[src/hw/rtl/lplct_pkg.sv]
// Package for the line position and lane change tracker.
// Shared widths, register indexes, reset values and row helper functions.
// No dependencies.
`timescale 1ns / 1ps
`default_nettype none

package lplct_pkg;

  localparam int NUM_SENSORS   = 9;
  localparam int SAMPLE_W      = 10;
  localparam int HISTORY_DEPTH = 8;
  localparam int PTR_W         = $clog2(HISTORY_DEPTH);
  localparam int CNT_W         = $clog2(HISTORY_DEPTH + 1);
  localparam int IDX_W         = 4;

  localparam int IN_TDATA_W  = ((NUM_SENSORS * SAMPLE_W + 7) / 8) * 8;
  localparam int OUT_TDATA_W = 8;

  localparam int CFG_IDX_W  = 3;
  localparam int CFG_DATA_W = 10;

  // steering codes
  localparam logic [IDX_W-1:0] CENTRE     = 4'd4;
  localparam logic [IDX_W-1:0] LEFT_PICK  = 4'd8;
  localparam logic [IDX_W-1:0] RIGHT_PICK = 4'd0;
  localparam logic [IDX_W-1:0] RIGHT_TURN = 4'd1;

  // row consulted when a split run reaches the end of the history
  localparam int FALLBACK_ROW = 4;

  typedef enum logic [CFG_IDX_W-1:0] {
    REG_LINE_THRESHOLD = 3'd0,
    REG_TURN_LIMIT     = 3'd1,
    REG_SPLIT_RUN      = 3'd2,
    REG_STOP_WINDOW    = 3'd3,
    REG_START_COUNT    = 3'd4
  } cfg_reg_t;

  localparam logic [9:0] RST_LINE_THRESHOLD = 10'd650;
  localparam logic [6:0] RST_TURN_LIMIT     = 7'd90;
  localparam logic [3:0] RST_SPLIT_RUN      = 4'd3;
  localparam logic [3:0] RST_STOP_WINDOW    = 4'd3;
  localparam logic [3:0] RST_START_COUNT    = 4'd5;

  typedef logic [NUM_SENSORS-1:0] row_t;

  // result word, steer index in the low bits
  typedef struct packed {
    logic             lane_change_active;
    logic             stop_flag;
    logic             start_flag;
    logic [IDX_W-1:0] steer_index;
  } result_t;

  function automatic logic [IDX_W-1:0] low_bit(input row_t row);
    logic [IDX_W-1:0] r;
    r = CENTRE;
    for (int i = NUM_SENSORS - 1; i >= 0; i--) begin
      if (row[i]) r = IDX_W'(i);
    end
    return r;
  endfunction

  function automatic logic [IDX_W-1:0] high_bit(input row_t row);
    logic [IDX_W-1:0] r;
    r = CENTRE;
    for (int i = 0; i < NUM_SENSORS; i++) begin
      if (row[i]) r = IDX_W'(i);
    end
    return r;
  endfunction

  // gap inside the lit span, span wider than two
  function automatic logic is_split(input row_t row);
    logic [IDX_W-1:0] lo;
    logic [IDX_W-1:0] hi;
    logic             gap;
    lo  = low_bit(row);
    hi  = high_bit(row);
    gap = 1'b0;
    for (int i = 0; i < NUM_SENSORS; i++) begin
      if ((IDX_W'(i) >= lo) && (IDX_W'(i) < hi) && !row[i]) gap = 1'b1;
    end
    if ({1'b0, hi} <= ({1'b0, lo} + 5'd1)) gap = 1'b0;
    return gap;
  endfunction

endpackage

`default_nettype wire

[src/hw/rtl/line_position_lane_change_tracker.sv]
// Line position and lane change tracker, top level.
// Depends on lplct_pkg. History rows live in a circular RAM read one row a cycle.
//
//  channel | dir | handshake          | word contents (low bit up)
//  --------+-----+--------------------+----------------------------------------
//  in_     | in  | tvalid/tready      | sample_0..sample_8, 10 b each, 6 b pad
//  out_    | out | tvalid/tready      | steer_index 4b, start, stop, lane, pad
//  cfg_    | in  | cfg_we, no wait    | cfg_index selects register, cfg_wdata
//
// Steps: a word with a lit vector is accepted, then finished. A blank
// vector first sweeps all HISTORY_DEPTH rows through the registered read
// port of the history RAM, then finishes.
// One word in flight; the next is taken as soon as the finish cycle is done,
// even while the previous result still waits in the output register.
// Finish holds while the output register is full and not taken.
// Reset (rst_n low, synchronous) clears control, pointer and row valid bits;
// unwritten RAM rows read as zero. Registers return to their defaults.
`timescale 1ns / 1ps
`default_nettype none

module line_position_lane_change_tracker (
  input  logic                                clk,
  input  logic                                rst_n,
  input  logic                                in_tvalid,
  output logic                                in_tready,
  // sample_0 [9:0], sample_1 [19:10], ... sample_8 [89:80], zero pad
  input  logic [lplct_pkg::IN_TDATA_W-1:0]    in_tdata,
  output logic                                out_tvalid,
  input  logic                                out_tready,
  // steer_index [3:0], start_flag [4], stop_flag [5], lane_change_active [6]
  output logic [lplct_pkg::OUT_TDATA_W-1:0]   out_tdata,
  input  logic                                cfg_we,
  input  logic [lplct_pkg::CFG_IDX_W-1:0]     cfg_index,
  input  logic [lplct_pkg::CFG_DATA_W-1:0]    cfg_wdata
);

  import lplct_pkg::*;

  typedef enum logic [1:0] {S_IDLE, S_SCAN, S_FIN} state_t;

  state_t state_r;

  // configuration
  logic [9:0] line_threshold_r;
  logic [6:0] turn_limit_r;
  logic [3:0] split_run_r;
  logic [3:0] stop_window_r;
  logic [3:0] start_count_r;

  // tracker state
  logic             pend_r;
  logic             go_left_r;
  logic             go_right_r;
  logic [IDX_W-1:0] held_r;
  logic [6:0]       turn_r;
  logic [PTR_W-1:0] head_r;

  // current word
  row_t v_r;
  logic start_r;
  logic stop_r;

  // sweep
  logic [CNT_W-1:0] rd_cnt_r;
  logic             rvalid_r;
  logic [PTR_W-1:0] ri_r;
  logic [CNT_W-1:0] run_r;
  logic             found_r;
  logic             last_found_r;
  logic             left_r;
  logic [IDX_W-1:0] prev_hi_r;
  logic [IDX_W-1:0] hi3_r;
  logic [IDX_W-1:0] hi4_r;
  logic [IDX_W-1:0] lowbit0_r;

  // history RAM
  row_t                     hist_mem [HISTORY_DEPTH];
  logic [HISTORY_DEPTH-1:0] hist_vld_r;
  row_t                     rd_row_r;
  logic                     rd_vld_r;

  // output register
  logic    out_tvalid_r;
  result_t out_res_r;

  // ---------------- thresholding of the incoming word ----------------
  row_t       v_in;
  logic [3:0] lit;

  always_comb begin
    v_in = '0;
    lit  = '0;
    for (int i = 0; i < NUM_SENSORS; i++) begin
      if (in_tdata[i*SAMPLE_W +: SAMPLE_W] > line_threshold_r) begin
        v_in[i] = 1'b1;
        lit     = lit + 4'd1;
      end
    end
  end

  // ---------------- RAM addressing ----------------
  logic [PTR_W-1:0] rd_idx;
  logic [PTR_W-1:0] rd_addr;
  logic             rd_en;
  logic [PTR_W-1:0] head_inc;

  assign rd_idx  = rd_cnt_r[PTR_W-1:0];
  assign rd_en   = (state_r == S_SCAN) && (rd_cnt_r < CNT_W'(HISTORY_DEPTH));
  // row k sits k places behind the head
  assign rd_addr = (head_r >= rd_idx) ? (head_r - rd_idx)
                 : PTR_W'({1'b0, head_r} + (PTR_W+1)'(HISTORY_DEPTH) - {1'b0, rd_idx});
  assign head_inc = (head_r == PTR_W'(HISTORY_DEPTH - 1)) ? '0 : head_r + PTR_W'(1);

  // ---------------- per-row sweep logic ----------------
  row_t             row_cur;
  logic             row_split;
  logic [IDX_W-1:0] row_hi;
  logic [CNT_W-1:0] run_inc;
  logic [3:0]       need;

  assign row_cur   = rd_vld_r ? rd_row_r : '0;
  assign row_split = is_split(row_cur);
  assign row_hi    = high_bit(row_cur);
  assign run_inc   = row_split ? run_r + CNT_W'(1) : '0;
  assign need      = (split_run_r == 4'd0) ? 4'd1 : split_run_r;

  // ---------------- finish decision ----------------
  logic             fin_fire;
  logic             blank;
  logic             take_left;
  logic             push_en;
  row_t             push_row;
  logic [IDX_W-1:0] steer;
  logic             pend_nxt;
  logic             go_left_nxt;
  logic             go_right_nxt;
  logic [IDX_W-1:0] held_nxt;
  logic [6:0]       turn_nxt;

  assign fin_fire  = (state_r == S_FIN) && (!out_tvalid_r || out_tready);
  assign blank     = (v_r == '0);
  // run ran off the end: compare the fallback row with the one before it
  assign take_left = last_found_r ? left_r : (hi4_r < hi3_r);

  always_comb begin
    push_en      = 1'b0;
    push_row     = v_r;
    steer        = low_bit(v_r);
    pend_nxt     = pend_r;
    go_left_nxt  = go_left_r;
    go_right_nxt = go_right_r;
    held_nxt     = held_r;
    turn_nxt     = turn_r;
    if (pend_r) begin
      if (blank) begin
        pend_nxt = 1'b0;
        push_en  = 1'b1;
        push_row = row_t'(1) << CENTRE;
        steer    = CENTRE;
      end else begin
        steer = held_r;
      end
    end else if ((go_left_r || go_right_r) && blank) begin
      if (turn_r < turn_limit_r) begin
        turn_nxt = turn_r + 7'd1;
        steer    = go_left_r ? LEFT_PICK : RIGHT_TURN;
        push_en  = 1'b1;
        push_row = row_t'(1) << steer;
      end else begin
        steer = CENTRE;
      end
    end else begin
      if (go_left_r || go_right_r) begin
        turn_nxt     = '0;
        go_left_nxt  = 1'b0;
        go_right_nxt = 1'b0;
      end
      if (blank) begin
        if (found_r) begin
          steer        = take_left ? LEFT_PICK : RIGHT_PICK;
          pend_nxt     = 1'b1;
          go_left_nxt  = take_left;
          go_right_nxt = !take_left;
          held_nxt     = steer;
          push_en      = 1'b1;
          push_row     = row_t'(1) << steer;
        end else begin
          steer = lowbit0_r;
        end
      end else begin
        push_en = 1'b1;
      end
    end
  end

  // ---------------- history RAM ----------------
  always_ff @(posedge clk) begin
    if (fin_fire && push_en) hist_mem[head_inc] <= push_row;
    if (rd_en) rd_row_r <= hist_mem[rd_addr];
  end

  // ---------------- control and registered outputs ----------------
  always_ff @(posedge clk) begin
    if (!rst_n) begin
      state_r          <= S_IDLE;
      line_threshold_r <= RST_LINE_THRESHOLD;
      turn_limit_r     <= RST_TURN_LIMIT;
      split_run_r      <= RST_SPLIT_RUN;
      stop_window_r    <= RST_STOP_WINDOW;
      start_count_r    <= RST_START_COUNT;
      pend_r           <= 1'b0;
      go_left_r        <= 1'b0;
      go_right_r       <= 1'b0;
      held_r           <= '0;
      turn_r           <= '0;
      head_r           <= '0;
      hist_vld_r       <= '0;
      rvalid_r         <= 1'b0;
      out_tvalid_r     <= 1'b0;
    end else begin
      if (cfg_we) begin
        case (cfg_index)
          REG_LINE_THRESHOLD: line_threshold_r <= cfg_wdata;
          REG_TURN_LIMIT:     turn_limit_r     <= cfg_wdata[6:0];
          REG_SPLIT_RUN:      split_run_r      <= cfg_wdata[3:0];
          REG_STOP_WINDOW:    stop_window_r    <= cfg_wdata[3:0];
          REG_START_COUNT:    start_count_r    <= cfg_wdata[3:0];
          default: ;
        endcase
      end

      if (out_tvalid_r && out_tready) out_tvalid_r <= 1'b0;

      case (state_r)
        S_IDLE: begin
          if (in_tvalid) begin
            v_r          <= v_in;
            start_r      <= (lit >= start_count_r);
            stop_r       <= 1'b0;
            found_r      <= 1'b0;
            last_found_r <= 1'b0;
            run_r        <= '0;
            rd_cnt_r     <= '0;
            rvalid_r     <= 1'b0;
            state_r      <= (v_in == '0) ? S_SCAN : S_FIN;
          end
        end
        S_SCAN: begin
          rvalid_r <= rd_en;
          if (rd_en) begin
            ri_r     <= rd_idx;
            rd_cnt_r <= rd_cnt_r + CNT_W'(1);
          end
          rd_vld_r <= hist_vld_r[rd_addr];
          if (rvalid_r) begin
            if ({4'b0, ri_r} < {PTR_W'(0), stop_window_r} && (row_cur == '1))
              stop_r <= 1'b1;
            if (ri_r == '0) lowbit0_r <= low_bit(row_cur);
            if (ri_r == PTR_W'(FALLBACK_ROW - 1)) hi3_r <= row_hi;
            if (ri_r == PTR_W'(FALLBACK_ROW)) hi4_r <= row_hi;
            if (!found_r) begin
              run_r <= run_inc;
              if ({4'b0, run_inc} >= {CNT_W'(0), need}) found_r <= 1'b1;
            end else if (!last_found_r && !row_split) begin
              // first plain row above the split run
              last_found_r <= 1'b1;
              left_r       <= (row_hi < prev_hi_r);
            end
            prev_hi_r <= row_hi;
            if (ri_r == PTR_W'(HISTORY_DEPTH - 1)) state_r <= S_FIN;
          end
        end
        S_FIN: begin
          if (fin_fire) begin
            pend_r       <= pend_nxt;
            go_left_r    <= go_left_nxt;
            go_right_r   <= go_right_nxt;
            held_r       <= held_nxt;
            turn_r       <= turn_nxt;
            if (push_en) begin
              head_r               <= head_inc;
              hist_vld_r[head_inc] <= 1'b1;
            end
            out_tvalid_r                 <= 1'b1;
            out_res_r.steer_index        <= steer;
            out_res_r.start_flag         <= start_r;
            out_res_r.stop_flag          <= stop_r;
            out_res_r.lane_change_active <= pend_nxt;
            state_r                      <= S_IDLE;
          end
        end
        default: state_r <= S_IDLE;
      endcase
    end
  end

  assign in_tready  = (state_r == S_IDLE);
  assign out_tvalid = out_tvalid_r;
  assign out_tdata  = {{(OUT_TDATA_W - $bits(result_t)){1'b0}}, out_res_r};

endmodule

`default_nettype wire

[config.mk]
export PLATFORM = sky130hd
export DESIGN_NAME = line_position_lane_change_tracker
export DESIGN_NICKNAME = d
export VERILOG_FILES = /design/src/hw/rtl/lplct_pkg.sv /design/src/hw/rtl/line_position_lane_change_tracker.sv
export SDC_FILE = /design/constraint.sdc
export NUM_CORES = 1
export LEC_CHECK = 0
export BUFFER_PORTS_ARGS = -buffer_cell sky130_fd_sc_hd__buf_2
export CORE_MARGIN = 8
export CORE_UTILIZATION = 36
export DETAILED_ROUTE_END_ITERATION = 8
export PLACE_DENSITY = 0.51
export SYNTH_ARGS = -nofsm -noshare
export SYNTH_HDL_FRONTEND = slang
export SYNTH_SLANG_ARGS = --single-unit
export TNS_END_PERCENT = 5
[constraint.sdc]
create_clock -name clk -period 20 [get_ports clk]
set_clock_uncertainty 0.1 [all_clocks]
set_input_delay 2 -clock clk [delete_from_list [all_inputs] [get_ports clk]]
set_output_delay 2 -clock clk [all_outputs]
set_load 0.005 [all_outputs]
==> results of run 1 <==
## critical path, delay by kind of cell
| kind | cells | cell delay [ns] |
|---|---|---|
| compound gates | 15 | 2.46 |
| fa+ha+maj | 7 | 2.12 |
| simple gates | 6 | 0.54 |
| xor+xnor | 2 | 0.41 |
| mux | 3 | 0.65 |
| buf+inv | 3 | 0.27 |
## placed cells by master (no fill, tap or decap), types with 15 or more instances in the layout
cell type  count
ha_1         135
edfxtp_1     130
buf_2        116
nand2_1       76
nor2_1        76
inv_1         72
dfxtp_1       55
a21oi_1       42
nor3_1        26
nand2b_1      24
o21ai_0       24
o21a_1        24
nor2b_1       24
a21o_1        23
nand4_1       22
mux4_2        20
nand3_1       18
clkbuf_16     17
xnor2_1       15
o211ai_1      15
## per-stage QoR
step / power (W) / instances
CTS: 0.000978 / 1536
global placement: 0.000633 / 1504
global route: 0.00102 / 1538
floorplan: 0.000583 / 1018
finish: 0.000965 / 1538
detailed placement: 0.000635 / 1504
## synthesized netlist by cell type (all sizes together), types with 3 or more instances
master | instances | area share (%)
dfxtp | 55 | 9.8
a21oi | 44 | 2.0
o21ai | 27 | 1.2
edfxtp | 130 | 35
a31o | 3 | 0.23
a31oi | 9 | 0.69
clkbuf | 27 | 0.90
or3 | 4 | 0.27
nor2 | 78 | 2.6
xor2 | 9 | 1.1
and3 | 5 | 0.28
nand2 | 76 | 2.5
nor2b | 24 | 1.3
nor3b | 3 | 0.30
and2 | 7 | 0.39
or4 | 3 | 0.20
nand3b | 3 | 0.20
xnor2 | 18 | 1.6
nand4 | 22 | 1.2
or2 | 6 | 0.33
nor3 | 27 | 1.2
o211ai | 15 | 1.0
nand2b | 24 | 1.3
inv | 72 | 2.4
nand3 | 18 | 0.80
a21o | 23 | 1.5
o211a | 3 | 0.27
o21a | 24 | 1.6
ha | 135 | 15
mux2 | 13 | 1.3
mux4 | 20 | 4.0
mux2i | 14 | 1.2
a211oi | 13 | 1.0
a21boi | 13 | 0.87
nor4 | 6 | 0.39
buf | 5 | 0.22
a2111oi | 5 | 0.62
## flip-flops by register name, summed over array words and instances (netlist names), 4 cells and up
| register | flops |
|---|---|
| split_run_r | 4 |
| hi4_r | 4 |
| turn_r | 7 |
| line_threshold_r | 10 |
| start_count_r | 4 |
| lowbit0_r | 4 |
| rd_row_r | 9 |
| stop_window_r | 4 |
| v_r | 9 |
| rd_cnt_r | 4 |
| hist_vld_r | 8 |
| out_tdata | 7 |
| run_r | 4 |
| hist_mem | 72 |
| turn_limit_r | 7 |
| prev_hi_r | 4 |
| hi3_r | 4 |
## worst paths after layout
path                                               end  slack [ns]  depth (start not counted)
worst max-delay path                 start_r$_DFFE_PP_       11.64                         36
worst min register to register  out_tdata[4]$_DFFE_PP_        0.32                          0
worst max register to register       start_r$_DFFE_PP_       12.56                         36
worst min-delay path            out_tdata[4]$_DFFE_PP_        0.32                          0
## power by group through the flow
stage                     Sequential, W  Clock [W]  Combinational (W)
after floorplan                0.000433          0           0.000150
after global placement         0.000437          0           0.000196
after detailed placement       0.000437          0           0.000198
after CTS                      0.000428   0.000351           0.000199
after global routing           0.000429   0.000365           0.000223
final                          0.000428   0.000341           0.000196
## layout make-up
type,instances,area share (%)
Timing Repair Buffer,122,4.85
Antenna cell,2,0.0388
Clock inverter,14,1.34
Tap cell,396,3.84
Multi-Input combinational cell,729,45.7
Sequential cell,185,38.8
Clock buffer,18,3.33
Inverter,72,2.10
## cell families (layout without fill, tap and decap cells)
| kind of cell | after synthesis | count (layout) | share of synthesized area, % |
|---|---|---|---|
| XOR/XNOR | 29 | 29 | 3.16 |
| AO/OA/AOI/OAI | 204 | 204 | 13.1 |
| flip-flops | 185 | 185 | 44.5 |
| AND/OR/NAND/NOR | 312 | 312 | 14.0 |
| multiplexers | 47 | 47 | 6.55 |
| buffers and inverters | 104 | 226 | 3.53 |
| adder cells (fa/ha/maj) | 136 | 136 | 15.2 |
| other | 1 | 3 | 0.0334 |
## routing by layer
metal  part of all wire (%)  global-route usage (%)
met1                     46                    19.5
met2                     50                    25.9
met3                    2.8                    2.40
met4                    1.3                    4.14
met5                  0.037                       0
==> results.py, run 1 <==
metrics = {
    "placement": {
        "place_hpwl_um": 20500,
        "globalplace.congestion": 0.815,
        "port_buffers": 116,
        "place_area_um2": 12300,
        "dp_slack_ns": 11.20,
    },
    "global_route": {
        "antenna_found_initial": 3,
        "grt_pass1_wl_um": 43800,
        "grt_max_degree": 56,
        "grt-ovfl-total": 0,
        "first_global_vias": 8076,
        "grt_usage_pct": 15.1,
    },
    "sta": {
        "fin_crit_sh_pct": 41.8,
        "holdWs_ns": 0.324,
        "rsz0062_at_grt": "false",
        "hold_viol_final": 0,
        "fin_tns_setup_ns": 0,
        "drv_slew": 0,
        "relSlewSlack_pct": 32.9,
        "fin_crit_ns": 8.36,
        "setup_viol": 0,
        "fmax_ghz": 0.120,
        "setup_slack_ns": 11.64,
        "worst_pin_slew_ns": 1.01,
    },
    "power_and_ir_drop": {
        "p_int_w": 0.000693,
        "seqPwrFrac_pct": 44.3,
        "switchingPower_w": 0.000272,
        "p_leak_nw": 5.21,
        "p_comb_share_pct": 20.3,
        "power_density_nw_per_um2": 74.9,
        "switching_share_pct": 28.2,
        "ir_drop_uv": 47.5,
        "clkPwrFrac_pct": 35.4,
    },
    "synth": {
        "synth_enable_flop_cells": 130,
        "syn_nets": 1268,
        "ys_seq_area_share_pct": 44.5,
        "synth_warnings": 0,
        "synthCells": 1018,
        "ys_ff_latch": 185,
        "avgSynthCellArea_um2": 11.0,
        "synth-main-ff-cell": "edfxtp_1",
        "syn_area_um2": 11200,
        "yosysUniqueCellTypes": 85,
        "async_reset_ff_share_pct": 0,
    },
    "clock_tree": {
        "postCtsSetupBuffers": 0,
        "ctsHoldBuffers": 0,
        "clock_latency_ns": 0.43,
        "cts.sinks": 185,
        "cts.htree.levels": 4,
        "cts_tree": "done",
        "clk_transition_reported_paths_ns": 0.07,
        "post_cts_resize_count": 0,
        "clock_path_buffers": 2,
        "cts-root-buf": "clkbuf_16",
        "cts_made_buffers": 17,
    },
    "drt": {
        "num_vias": 7947,
        "drt_iter0_markers": 457,
        "routedWlPerCell_um": 17.8,
        "drc": 0,
        "viasPerCell": 5.17,
        "wl_um": 27300,
        "firstDrtPassIters": 4,
        "drtAntennaViolNets": 0,
    },
    "setup_path": {
        "crit_start": "in_tdata[11]",
        "rr_startpoint": "line_threshold_r[1]$_SDFFE_PN1P_",
        "start_kind": "input pin",
        "crit_slowest_cell": "ha_1",
        "critPathMaxFanout": 4,
        "cp.arrival_ns": 8.44,
        "required_ns": 20.08,
        "cp-end-kind": "flip-flop",
        "max_stage_delay_ns": 0.35,
        "crit_path_frequent_cell": "o21a_1",
        "path_class": "input pin to flip-flop",
    },
    "layout": {
        "stdcell_area_um2": 12900,
        "fillers": 2955,
        "drive_above_1_share_pct": 19.2,
        "seq_area_um2": 5000,
        "area_delta_synth_final_pct": 14.6,
        "nets": 1377,
        "utilization_pct": 42.0,
        "multi_input_area_um2": 5880,
    },
    "floorplanning": {
        "rows": 64,
        "die_x_um": 193,
        "io_pins": 124,
        "initial_utilization_pct": 36.7,
        "core_um2": 30700,
        "die_area_um2": 37100,
        "die_y_um": 193,
    },
    "hold_path": {
        "min_path_type": "flip-flop to flip-flop",
        "hp-start": "start_r$_DFFE_PP_",
    },
    "job": {
        "cap_violations": 0,
    },
    "run_status": {
        "status": "completed",
    },
}
(Power assumes the default switching activity.)
==> run 2, diff against run 1 <==
==> constraint.sdc (replaced) <==
create_clock -name clk -period 8.4 [get_ports clk]
set_clock_uncertainty 0.1 [all_clocks]
set_input_delay 0.84 -clock clk [delete_from_list [all_inputs] [get_ports clk]]
set_output_delay 0.84 -clock clk [all_outputs]
set_load 0.005 [all_outputs]
==> results.py, run 2 (same netlist as run 1, synthesis figures left out) <==
metrics = {
    "clock_tree": {
        "cts.htree.levels": 4,
        "clk_transition_reported_paths_ns": 0.08,
        "ctsHoldBuffers": 0,
        "clock_latency_ns": 0.44,
        "cts_tree": "done",
        "post_cts_resize_count": 0,
        "cts.sinks": 185,
        "cts-root-buf": "clkbuf_16",
        "cts_made_buffers": 17,
        "clock_path_buffers": 2,
        "postCtsSetupBuffers": 0,
    },
    "drt": {
        "wl_um": 27500,
        "firstDrtPassIters": 5,
        "drtAntennaViolNets": 0,
        "routedWlPerCell_um": 17.8,
        "drc": 0,
        "num_vias": 7957,
        "viasPerCell": 5.16,
        "drt_iter0_markers": 375,
    },
    "run_status": {
        "status": "completed",
    },
    "placement": {
        "place_area_um2": 12300,
        "dp_cells": 1509,
        "port_buffers": 116,
        "place_hpwl_um": 20700,
        "globalplace.congestion": 0.792,
    },
    "layout": {
        "top_register": "hist_mem",
        "fillers": 2961,
        "multi_input_area_um2": 5880,
        "largest_register_ffs": 72,
        "reg_top3": "hist_mem: 72 flops, line_threshold_r: 10 flops",
        "stdcell_area_um2": 12900,
        "seq_area_um2": 5000,
        "area_delta_synth_final_pct": 14.9,
        "mostFrequentLayoutCells": "ha_1 (135), edfxtp_1 (130), buf_2 (116)",
        "final_common_cell": "ha_1",
        "instances_no_fill": 1542,
        "drive_above_1_share_pct": 19.7,
        "nets": 1382,
    },
    "job": {
        "cap_violations": 0,
    },
    "power_and_ir_drop": {
        "ir_drop_uv": 106,
        "switching_share_pct": 27.8,
        "switchingPower_w": 0.000637,
        "p_total_w": 0.00229,
        "p_leak_nw": 5.23,
        "power_density_nw_per_um2": 177,
        "p_comb_share_pct": 20.4,
        "p_int_w": 0.00165,
        "seqPwrFrac_pct": 44.5,
        "clkPwrFrac_pct": 35.1,
    },
    "setup_path": {
        "rr_startpoint": "line_threshold_r[2]$_SDFFE_PN0P_",
        "path_buf_inv": 3,
        "required_ns": 8.50,
        "path_class": "input pin to flip-flop",
        "cp-end-kind": "flip-flop",
        "r2r_setup_slack_ns": 1.38,
        "cp.arrival_ns": 7.26,
        "r2r_end": "start_r$_DFFE_PP_",
        "start_kind": "input pin",
        "crit_slowest_cell": "ha_1",
        "crit_path_frequent_cell": "o21a_1",
        "path_delay_family": "compound AO/OA/AOI/OAI gates",
        "crit_start": "in_tdata[11]",
        "max_stage_delay_ns": 0.34,
        "critPathMaxFanout": 4,
        "reg2regPathDepth": 36,
    },
    "sta": {
        "fin_tns_setup_ns": 0,
        "worst_pin_slew_ns": 0.939,
        "relSlewSlack_pct": 37.1,
        "fin_crit_sh_pct": 85.2,
        "hold_viol_final": 0,
        "setup_viol": 0,
        "rsz0062_at_grt": "false",
        "fin_crit_ns": 7.16,
        "fmax_ghz": 0.140,
        "drv_slew": 0,
    },
    "floorplanning": {
        "die_x_um": 193,
        "rows": 64,
        "die_y_um": 193,
        "core_um2": 30700,
        "die_area_um2": 37100,
        "initial_utilization_pct": 36.7,
        "io_pins": 124,
    },
    "global_route": {
        "grt-ovfl-total": 0,
        "antenna_found_initial": 2,
        "grt_usage_pct": 15.3,
        "grt_pass1_wl_um": 44000,
        "first_global_vias": 8230,
        "grt_max_degree": 56,
    },
    "hold_path": {
        "min_path_type": "flip-flop to flip-flop",
        "hold_depth": 0,
        "hold_path_end": "out_tdata[5]$_DFFE_PP_",
        "hp-start": "stop_r$_DFFE_PP_",
    },
}
run 2: routing by layer:
| metal | share of wire, % | global-route usage (%) |
|---|---|---|
| met5 | 0.033 | 0 |
| met4 | 1.7 | 4.41 |
| met3 | 2.8 | 2.69 |
| met2 | 49 | 26.3 |
| met1 | 46 | 19.3 |
run 2: worst max path at each step:
| stage | endpoint | cells past startpoint |
|---|---|---|
| final | start_r$_DFFE_PP_ | 36 |
| after global routing | start_r$_DFFE_PP_ | 36 |
| after CTS | start_r$_DFFE_PP_ | 36 |
| after detailed placement | start_r$_DFFE_PP_ | 36 |
| after global placement | start_r$_DFFE_PP_ | 36 |
| after floorplan | start_r$_DFFE_PP_ | 35 |
run 2: worst reg2reg max path: cells and delay by family, from the launching register on:
family	cells	cell delay (ns)
DFF	1	0.33
muxes	3	0.65
xor gates and xnor gates	2	0.41
and+or+nand+nor	5	0.39
buffers and inverters	4	0.39
AOI/OAI and AO/OA	15	2.42
adders and majority gates	7	2.11
run 2: cell type report:
cell class	count	area share [%]
repair buffers	127	5.13
clock buffers	18	3.40
multi-input cells	729	45.6
well taps	396	3.84
clock inverters	14	1.20
inverters	72	2.09
flip-flops and latches	185	38.8
diodes	1	0.0194
run 2: metrics by stage:
step           worst slack [ns]  utilization, %  hold slack [ns]
2_1_floorplan              1.36               -            0.300
3_3_place_gp              0.863            40.2            0.304
4_1_cts                    1.24            42.1            0.327
3_5_place_dp              0.779            40.2            0.312
5_1_grt                   0.761            42.1            0.333
6_report                   1.24            42.1            0.321
run 2: power groups by stage:
stage	combinational, W	clock, W	sequential, W
2_1_floorplan	0.000357	0	0.00103
3_3_place_gp	0.000467	0	0.00104
3_5_place_dp	0.000471	0	0.00104
4_1_cts	0.000474	0.000824	0.00102
5_1_grt	0.000532	0.000858	0.00102
6_report	0.000467	0.000804	0.00102
